## src/kdb_pkg.sv

```systemverilog
// shared constants and types for the keypad debounce block
package kdb_pkg;

	localparam int NUM_KEYS    = 4;
	localparam int KEY_FIELD_W = 4;
	localparam int TIME_W      = 32;
	localparam int CFG_W       = 16;
	localparam int CFG_IDX_W   = 2;

	localparam logic [CFG_W-1:0] DEBOUNCE_RESET = CFG_W'(25);
	localparam logic [CFG_W-1:0] HOLD_RESET     = CFG_W'(1200);

	typedef enum logic [CFG_IDX_W-1:0] {
		REG_DEBOUNCE = CFG_IDX_W'(0),
		REG_HOLD     = CFG_IDX_W'(1)
	} cfg_reg_t;

	typedef struct packed {
		logic press;
		logic stable;
	} lane_stat_t;

	typedef struct packed {
		logic [KEY_FIELD_W-1:0] press_events;
		logic [KEY_FIELD_W-1:0] stable_keys;
		logic                   combo_flag;
	} result_t;

endpackage

```

## src/keypad_debounce_with_hold_combo.sv

```systemverilog
// top level of the keypad debounce and all-keys hold combo block
// One sample is accepted per clock cycle while in_stall is low; its result beat
// is registered in the output or skid register. Each key has its own debounce
// lane with a 32-bit elapsed-time compare, all lanes and the hold timer
// evaluate in the accept cycle, and their state updates on that same edge, so
// consecutive samples stream without gaps. A two-entry output buffer lets the
// block take one more sample while a result waits; stall rises only when both
// entries hold beats. Configuration writes take effect on the next sample.
module keypad_debounce_with_hold_combo
	import kdb_pkg::*;
(
	input  logic                   clk,
	input  logic                   arst_n,
	input  logic                   cfg_we,
	input  logic [CFG_IDX_W-1:0]   cfg_index,
	input  logic [CFG_W-1:0]       cfg_data,
	input  logic                   in_valid,
	output logic                   in_stall,
	input  logic [TIME_W-1:0]      now_ms,
	input  logic [KEY_FIELD_W-1:0] raw_keys,
	input  logic                   combo_ack,
	output logic                   out_valid,
	input  logic                   out_stall,
	output logic [KEY_FIELD_W-1:0] press_events,
	output logic [KEY_FIELD_W-1:0] stable_keys,
	output logic                   combo_flag
);

	logic [CFG_W-1:0]          debounce_q;
	logic [CFG_W-1:0]          hold_q;
	logic                      take;
	logic [NUM_KEYS-1:0]       levels;
	logic                      all_down;
	logic                      combo;
	lane_stat_t [NUM_KEYS-1:0] lane_stat;
	result_t                   result;

	always_ff @(posedge clk or negedge arst_n) begin
		if (!arst_n) begin
			debounce_q <= DEBOUNCE_RESET;
			hold_q     <= HOLD_RESET;
		end else if (cfg_we) begin
			case (cfg_index)
				REG_DEBOUNCE: debounce_q <= cfg_data;
				REG_HOLD:     hold_q     <= cfg_data;
				default:      ;
			endcase
		end
	end

	assign take     = in_valid && !in_stall;
	assign all_down = &levels;

	genvar i;
	generate
		for (i = 0; i < NUM_KEYS; i++) begin : g_lane
			// keys above the raw field always read released
			if (i < KEY_FIELD_W) begin : g_in
				assign levels[i] = raw_keys[i];
			end else begin : g_off
				assign levels[i] = 1'b0;
			end

			kdb_key_lane u_lane (
				.clk           (clk),
				.arst_n        (arst_n),
				.take          (take),
				.now_ms        (now_ms),
				.level         (levels[i]),
				.debounce_time (debounce_q),
				.stat          (lane_stat[i])
			);
		end
	endgenerate

	kdb_combo u_combo (
		.clk       (clk),
		.arst_n    (arst_n),
		.take      (take),
		.now_ms    (now_ms),
		.all_down  (all_down),
		.combo_ack (combo_ack),
		.hold_time (hold_q),
		.flag      (combo)
	);

	kdb_merge u_merge (
		.clk       (clk),
		.arst_n    (arst_n),
		.take      (take),
		.lane_stat (lane_stat),
		.all_down  (all_down),
		.combo     (combo),
		.full      (in_stall),
		.out_valid (out_valid),
		.out_stall (out_stall),
		.result    (result)
	);

	assign press_events = result.press_events;
	assign stable_keys  = result.stable_keys;
	assign combo_flag   = result.combo_flag;

endmodule

```

## src/kdb_key_lane.sv

```systemverilog
// debounce lane for one key
module kdb_key_lane
	import kdb_pkg::*;
(
	input  logic              clk,
	input  logic              arst_n,
	input  logic              take,
	input  logic [TIME_W-1:0] now_ms,
	input  logic              level,
	input  logic [CFG_W-1:0]  debounce_time,
	output lane_stat_t        stat
);

	logic              state_q;
	logic [TIME_W-1:0] last_q;
	logic [TIME_W-1:0] elapsed;
	logic              change;

	// modulo 2^32 time since the last accepted change
	assign elapsed = now_ms - last_q;
	assign change  = (level != state_q) && (elapsed > TIME_W'(debounce_time));

	assign stat.press  = change && level;
	assign stat.stable = change ? level : state_q;

	always_ff @(posedge clk or negedge arst_n) begin
		if (!arst_n) begin
			state_q <= 1'b0;
			last_q  <= '0;
		end else if (take && change) begin
			state_q <= level;
			last_q  <= now_ms;
		end
	end

endmodule

```

## src/kdb_combo.sv

```systemverilog
// all-keys hold timer and sticky combo flag
module kdb_combo
	import kdb_pkg::*;
(
	input  logic              clk,
	input  logic              arst_n,
	input  logic              take,
	input  logic [TIME_W-1:0] now_ms,
	input  logic              all_down,
	input  logic              combo_ack,
	input  logic [CFG_W-1:0]  hold_time,
	output logic              flag
);

	logic [TIME_W-1:0] start_q;
	logic              sticky_q;
	logic [TIME_W-1:0] held;
	logic              started;

	// zero start time means the hold has not started
	assign started = (start_q != '0);
	assign held    = now_ms - start_q;
	assign flag    = sticky_q || (all_down && started && (held > TIME_W'(hold_time)));

	always_ff @(posedge clk or negedge arst_n) begin
		if (!arst_n) begin
			start_q  <= '0;
			sticky_q <= 1'b0;
		end else if (take) begin
			if (!all_down) begin
				start_q <= '0;
			end else if (!started) begin
				start_q <= now_ms;
			end
			sticky_q <= flag && !combo_ack;
		end
	end

endmodule

```

## src/kdb_merge.sv

```systemverilog
// merges lane results into one beat and buffers it with a skid stage
module kdb_merge
	import kdb_pkg::*;
(
	input  logic                      clk,
	input  logic                      arst_n,
	input  logic                      take,
	input  lane_stat_t [NUM_KEYS-1:0] lane_stat,
	input  logic                      all_down,
	input  logic                      combo,
	output logic                      full,
	output logic                      out_valid,
	input  logic                      out_stall,
	output result_t                   result
);

	result_t merged;
	result_t main_q;
	result_t skid_q;
	logic    main_valid_q;
	logic    skid_valid_q;
	logic    pop;

	genvar j;
	generate
		for (j = 0; j < KEY_FIELD_W; j++) begin : g_bit
			if (j < NUM_KEYS) begin : g_key
				// presses are suppressed when every key is down
				assign merged.press_events[j] = lane_stat[j].press && !all_down;
				assign merged.stable_keys[j]  = lane_stat[j].stable;
			end else begin : g_pad
				assign merged.press_events[j] = 1'b0;
				assign merged.stable_keys[j]  = 1'b0;
			end
		end
	endgenerate
	assign merged.combo_flag = combo;

	assign pop       = main_valid_q && !out_stall;
	assign full      = skid_valid_q;
	assign out_valid = main_valid_q;
	assign result    = main_q;

	always_ff @(posedge clk or negedge arst_n) begin
		if (!arst_n) begin
			main_valid_q <= 1'b0;
			skid_valid_q <= 1'b0;
		end else if (!main_valid_q || pop) begin
			if (skid_valid_q) begin
				main_valid_q <= 1'b1;
				skid_valid_q <= 1'b0;
			end else begin
				main_valid_q <= take;
			end
		end else if (take) begin
			skid_valid_q <= 1'b1;
		end
	end

	always_ff @(posedge clk) begin
		if (!main_valid_q || pop) begin
			main_q <= skid_valid_q ? skid_q : merged;
		end else if (take) begin
			skid_q <= merged;
		end
	end

endmodule

```

## config.mk

```make
export PLATFORM = sky130hd
export DESIGN_NAME = keypad_debounce_with_hold_combo
export DESIGN_NICKNAME = d
export VERILOG_FILES = /design/src/kdb_pkg.sv /design/src/keypad_debounce_with_hold_combo.sv /design/src/kdb_key_lane.sv /design/src/kdb_combo.sv /design/src/kdb_merge.sv
export SDC_FILE = /design/constraint.sdc
export NUM_CORES = 1
export LEC_CHECK = 0
export ABC_AREA = 1
export BUFFER_PORTS_ARGS = -buffer_cell sky130_fd_sc_hd__buf_2
export CORE_ASPECT_RATIO = 1.2
export CORE_UTILIZATION = 40
export CTS_BUF_LIST = sky130_fd_sc_hd__clkbuf_4 sky130_fd_sc_hd__clkbuf_8
export DETAILED_ROUTE_END_ITERATION = 12
export PLACE_DENSITY = 0.62
export SYNTH_ARGS = -nofsm -noshare
export SYNTH_HDL_FRONTEND = slang
export SYNTH_SLANG_ARGS = --single-unit
export TNS_END_PERCENT = 30
```

## constraint.sdc

```tcl
create_clock -name clk -period 3 [get_ports clk]
set_input_delay 0 -clock clk [delete_from_list [all_inputs] [get_ports clk]]
set_output_delay 0 -clock clk [all_outputs]
set_load 0.01 [all_outputs]
```

# ---- Word-level counts from Yosys, hierarchy flattened
# Index checks and enable logic that the tools add are counted.
dict set report word_totals {
  ff_bits 217
  input_bits 60
  output_inout_bits 11
}
dict set report classes {
  add_sub_neg 5
  magnitude_cmp 5
  n_eq_ne 6
  muxes 10
  n_bitwise 1
  n_reduce_logical 36
}
# cell count
set ops {}
lappend ops {{$gt A32 B16 Y1} 5}
lappend ops {{$sub A32 B32 Y32} 5}
lappend ops {{$mux W32} 2}
lappend ops {{$reduce_bool A32 Y1} 1}
lappend ops {{$logic_and A1 B1 Y1} 21}
lappend ops {{$mux W9} 1}
lappend ops {{$reduce_and A2 Y1} 4}
lappend ops {{$mux W1} 7}
lappend ops {{$logic_not A1 Y1} 5}
lappend ops {{$ne A1 B1 Y1} 4}
lappend ops {{$reduce_and A4 Y1} 1}
lappend ops {{$eq A2 B1 Y1 const B} 1}
lappend ops {{$logic_not A2 Y1} 1}
lappend ops {{$logic_or A1 B1 Y1} 2}
lappend ops {{$ne A2 B2 Y1 const B} 1}
lappend ops {{$reduce_bool A2 Y1} 1}
lappend ops {{$not A1 Y1} 1}

# ---- Depth between registers and ports, before layout
dict set report depth {
  depth_word 6
  depth_mapped 29
  depth_no_buf 27
}

# ---- Hierarchy
# From an unflattened synthesis, not the netlist that was laid out.
dict set report hier_totals {
  hier_cells 4129
  area_unflattened_um2 24514.8
}
# mod n_inst cells_each area_per_inst_um2 seq_area_each_um2
set by_module_without_submodules {}
lappend by_module_without_submodules {{kdb_key_lane at g_lane[1].u_lane ...} 2 788 4501.8 825.8}
lappend by_module_without_submodules {{kdb_key_lane at g_lane[3].u_lane} 1 785 4540.6 825.8}
lappend by_module_without_submodules {{kdb_key_lane at g_lane[0].u_lane} 1 793 4435.5 825.8}
lappend by_module_without_submodules {kdb_combo 1 764 4380.5 825.8}
lappend by_module_without_submodules {keypad_debounce_with_hold_combo 1 147 1376.3 809.5}
lappend by_module_without_submodules {kdb_merge 1 64 778.2 590.6}

# ---- Worst setup path after synthesis
# No wires, ideal clock.
dict set report synth_timing {
  path_type {reg-to-reg}
  start {register g_lane[0].u_lane.last_q[0]}
  end {register g_lane[0].u_lane.last_q[23]}
  setup_time_ns 0.123
  t_arrival_ns 3.041
  t_required_ns 2.877
  slack_ns -0.164
  stages_incl_launch_ff 23
  path_buffers 2
  path_cell_list {dfrtp_1 ha_1 fa_1 nor2_1 o21ai_0 nand2_2 nand2_1 nand2_1 xor2_1 ha_1 nand4_1 nor3_1 nand4_1 nand2_1 nand3_1 nor2_1 nand2_1 nor2_2 nand2_2 nand2_2 buf_6 buf_4 o21ai_1}
}
dict set report synth_via {
  elab_chain_cells 4
}
# item line_no
set synth_lines {}
lappend synth_lines {{start, declared} kdb_key_lane.sv:15} ;# logic [TIME_W-1:0] last_q;
lappend synth_lines {{start signal, assigned} kdb_key_lane.sv:32} ;# last_q <= now_ms;
lappend synth_lines {{$sub A32 B32 Y32} kdb_key_lane.sv:20} ;# assign elapsed = now_ms - last_q;
lappend synth_lines {{$gt A32 B16 Y1} kdb_key_lane.sv:21} ;# assign change = (level != state_q) && (elapsed > TIME_W'(debounce_time));
lappend synth_lines {{$logic_and A1 B1 Y1} kdb_key_lane.sv:21}
lappend synth_lines {{$logic_and A1 B1 Y1} kdb_key_lane.sv:30} ;# end else if (take && change) begin
# Every way passes these cells.
# A chain may end at the register's enable or synchronous reset.

# ---- Worst setup path after layout
dict set report layout_timing {
  start {register g_lane[3].u_lane.last_q[10]}
  end {register g_lane[3].u_lane.last_q[21]}
}
dict set report layout_via {
  elab_chain_cells 4
}
# item line_no
set layout_lines {}
lappend layout_lines {{start, declared} kdb_key_lane.sv:15}
lappend layout_lines {{start signal, assigned} kdb_key_lane.sv:32}
lappend layout_lines {{$sub A32 B32 Y32} kdb_key_lane.sv:20}
lappend layout_lines {{$gt A32 B16 Y1} kdb_key_lane.sv:21}
lappend layout_lines {{$logic_and A1 B1 Y1} kdb_key_lane.sv:21}
lappend layout_lines {{$logic_and A1 B1 Y1} kdb_key_lane.sv:30}
# Every way passes these cells.

==> run_results.csv <==
group,metric,value,unit
status,run_status,"complete, but fails checks",
status,failed_checks,"setup timing",
logic_synthesis,ys_async_sr_fraction,91.7,%
placed_design,post-dp-hpwl,64900,µm
drt,avgRoutedWirePerCell,16.4,µm
grt,global_route_wire_length_before_repair,129000,µm
logic_synthesis,post_synth_edffs,18,
grt,antenna_found_initial,1,
hold_path,hold_class,"in2reg",
power_and_ir_drop,p_total,30100,µW
logic_synthesis,synth-warning-count,0,
drt,dr.max_layer_used,"met4",
die,num_rows,96,
critical_path,path_class,"reg2reg",
placed_design,gp_congestion,0.982,
logic_synthesis,synth_cell_type_count,41,
power_and_ir_drop,leakagePower,0.0182,µW
logic_synthesis,post_synth_and_or_nand_nor_area_fraction,36.4,%
logic_synthesis,post_synth_inst_count,3873,
timing,tightest_slew,1.01,ns
layout,nNetsFinal,4775,
clock_tree,clock-root-buffer,"clkbuf_8",
critical_path,critical_path_arrival,4.23,ns
timing,rsz0062_at_grt,"true",
logic_synthesis,yosys_register_bits,217,
drt,m1WireLength,33600,µm
layout,stdcell_area,0.0317,mm²
placed_design,port_buffers,70,
drt,drc,0,
clock_tree,tritoncts_clock_tree,"yes",
layout,final_layout_size_suffix_gt1_share,23.1,%
critical_path,slowest_cell_on_the_critical_path,"dfrtp_1",
clock_tree,clock_path_buffers,3,
logic_synthesis,synth_most_common_cell,"nand2_1",
logic_synthesis,netlist_top_cells_count,"1,450 x nand2_1, 866 x inv_1, 258 x nor2_1",
critical_path,cp_slowest_stage_delay,0.37,ns
logic_synthesis,postSynthAreaPerCell,5.98,µm²
logic_synthesis,yosysTopAreaCell,"nand2_1",
critical_path,crit_path_max_fanout,7,
placed_design,dpl-instance-area,0.0276,mm²
clock_tree,clock_latency,0.64,ns
timing,timing.final.max_slew_violations,0,
logic_synthesis,synthFlopType,"dfrtp_1",
grt,grt_pass1_vias,25300,
grt,gr-total-overflow,0,
logic_synthesis,synth_xor_xnor_area_share,2.84,%
timing,fin_crit,3.75,ns
drt,avgViaCountPerCell,4.88,
logic_synthesis,synth_adder_area_share,13.1,%
logic_synthesis,synth-compound-area-share,8.17,%
timing,timing.final.crit_share,125,%
drt,postRouteWirelength,85800,µm
critical_path,crit_path_end_kind,"flop",
timing,setup_violations,151,
timing,fmax,0.267,GHz
logic_synthesis,synth.net_count,4173,
flow_run,drv_cap,0,
critical_path,path_delay_family,"simple AND/OR/NAND/NOR gates",
timing,timing_hold_violations_final,0,
logic_synthesis,yosys-mux-area-fraction,0,%
grt,gr-usage-all-layers,28.1,%
die,core-area,0.0572,mm²
timing,timing.max_slew.rel_slack,32.6,%
logic_synthesis,post_synth_main_area_contributors,"nand2_1 24%, dfrtp_1 21%, inv_1 14%",
logic_synthesis,synth-seq-area-share,23.9,%
critical_path,worstPathCellList,"inv_2, ha_4, buf_4, nand2_2, nor2_2, nand2_1, nand3_4, xor2_2, ha_1, nand4_1, nor3_4, nand4_1, nand2_4, nand3_2, nor2_2, nand2_2, nor2_4, nand2_4, nand2_8, clkbuf_16, o21ai_1",
drt,drt_first_iter_violations,1398,
die,die_w,222,µm
clock_tree,tritoncts_num_sinks,217,
die,ioPinCount,71,
critical_path,cp.required,3.49,ns
clock_tree,cts.clk_slew.worst_paths,0.07,ns
die,die_height,266,µm
drt,met3_wirelength,3190,µm
die,overall_die_area,0.0588,mm²
drt,postRouteAntennaNets,0,
grt,pin_count_of_the_biggest_net_entering_global_routing,72,
drt,overall_via_count_from_detail_route,25600,
logic_synthesis,synth_top_family_by_area,"simple AND/OR/NAND/NOR gates",
drt,met2_length,43700,µm
clock_tree,cts_made_buffers,40,
logic_synthesis,synth.top_cell.area_share,23.5,%
timing,final.setup.worst_slack,-0.749,ns
power_and_ir_drop,power_per_cell_area,951,mW/mm²
layout,area_growth_syn_to_layout,37.0,%
logic_synthesis,synth_area,0.0231,mm²
power_and_ir_drop,peakVddDrop,0.441,mV
die,floorplan.initialDensity,40.5,%
critical_path,path_buf_inv,3,
clock_tree,clock_tree.htree_level_count,2,
critical_path,launching_element_type_of_the_critical_path,"flop",
timing,finalClockSkew,0.0517,ns
drt,drtPass1Iterations,6,
[metrics by stage]
stage,worst slack (ns),util [%],hold slack (ns),instances,setup TNS [ns]
2_1_floorplan,-0.0140,-,-0.296,3873,-0.0620
3_3_place_gp,-0.923,48.2,0.00571,5037,-107.62
3_5_place_dp,-0.996,48.2,0.00494,5037,-111.91
4_1_cts,-0.732,53.0,0.00167,5214,-89.51
5_1_grt,-0.861,55.4,0.0697,5240,-114.84
6_report,-0.749,55.4,0.0701,5241,-87.18
[per-layer routing]
metal / global-route usage, % / vias up
li1: - / 13000
met1: 31.1 / 11700
met2: 52.8 / 567
met3: 2.45 / 256
met4: 15.1 / 0
met5: 0 / -
[cell families (layout without fill, tap and decap cells)]
family                   Yosys count  in the layout
AO/OA/AOI/OAI                    362            362
XOR/XNOR                          75             75
adder cells (fa/ha/maj)          240            240
buffers and inverters            916           1546
flip-flops                       217            217
other                              0              2
AND/OR/NAND/NOR                 2063           2064
[layout by cell type (no fill, tap or decap), drive strengths merged, types with 5 or more instances in the layout]
cell type | netlist | routed
xnor2 | 6 | 6
nand3 | 195 | 195
a21oi | 128 | 128
dfstp | 7 | 7
clkbuf | 18 | 63
o21bai | 9 | 9
clkinv | 1 | 10
dfrtp | 192 | 192
and2 | 16 | 16
nor3 | 22 | 22
xor2 | 69 | 69
ha | 235 | 235
fa | 5 | 5
nand4 | 50 | 50
nand2 | 1476 | 1477
edfxtp | 18 | 18
o21ai | 217 | 217
nor2 | 281 | 281
buf | 27 | 533
dlygate4sd3 | 0 | 60
inv | 870 | 872
nand3b | 12 | 12
and3 | 6 | 6
[path summary, 6_finish.rpt]
check	startpoint	end	slack, ns	depth (start not counted)
setup / recovery	g_lane[3].u_lane.last_q[10]$_DFFE_PN0P_	g_lane[3].u_lane.last_q[21]$_DFFE_PN0P_	-0.75	21
hold / removal	now_ms[1]	g_lane[2].u_lane.last_q[1]$_DFFE_PN0P_	0.07	4
setup reg to reg	g_lane[3].u_lane.last_q[10]$_DFFE_PN0P_	g_lane[3].u_lane.last_q[21]$_DFFE_PN0P_	-0.75	21
hold reg to reg	g_lane[2].u_lane.last_q[27]$_DFFE_PN0P_	g_lane[2].u_lane.last_q[27]$_DFFE_PN0P_	0.48	2
max in group asynchronous	arst_n	g_lane[0].u_lane.last_q[3]$_DFFE_PN0P_	2.04	4
min in group asynchronous	arst_n	hold_q[10]$_DFFE_PN1P_	0.51	3
[worst min-delay path, cell delays in order]
cell,delay [ns]
buf_2,0.13
inv_1,0.20
buf_4,0.23
o21ai_2,0.11
[state kept, by name (all words and copies together), names as in the netlist]
register,cells
u_combo.start_q,32
u_combo.sticky_q,1
hold_q,16
u_merge.skid_q,9
debounce_q,16
u_merge.full,1
u_merge.out_valid,1
g_lane.u_lane.last_q,128
g_lane.u_lane.state_q,4
u_merge.result,9
[power breakdown]
| part | internal (µW) | switching [µW] | leakage (µW) |
|---|---|---|---|
| Combinational | 9680 | 12600 | 0.0150 |
| Clock | 1820 | 1450 | 0.000462 |
| Sequential | 3970 | 683 | 0.00268 |
[repair_timing]
| action | 4_1_cts | 5_1_grt |
|---|---|---|
| gates resized for setup | 159 | 304 |
| hold buffers | 63 | 0 |
| buffers inserted | 34 | 19 |
| setup endpoints to repair | 151 | 151 |
| endpoints found under the hold margin | 377 | 0 |
| cloned | 9 | 13 |
| pin swaps | 49 | 99 |
[final cells by class]
cell class	count	area, µm²
sequential	217	5530
clock inverter	17	176
tap	735	920
fill	5574	25500
clock buffer	54	712
multi-input combinational	2741	15900
antenna	2	5.00
timing repair buffer	604	5190
inverter	871	3270
No activity file was read; power rests on OpenSTA's default activity.
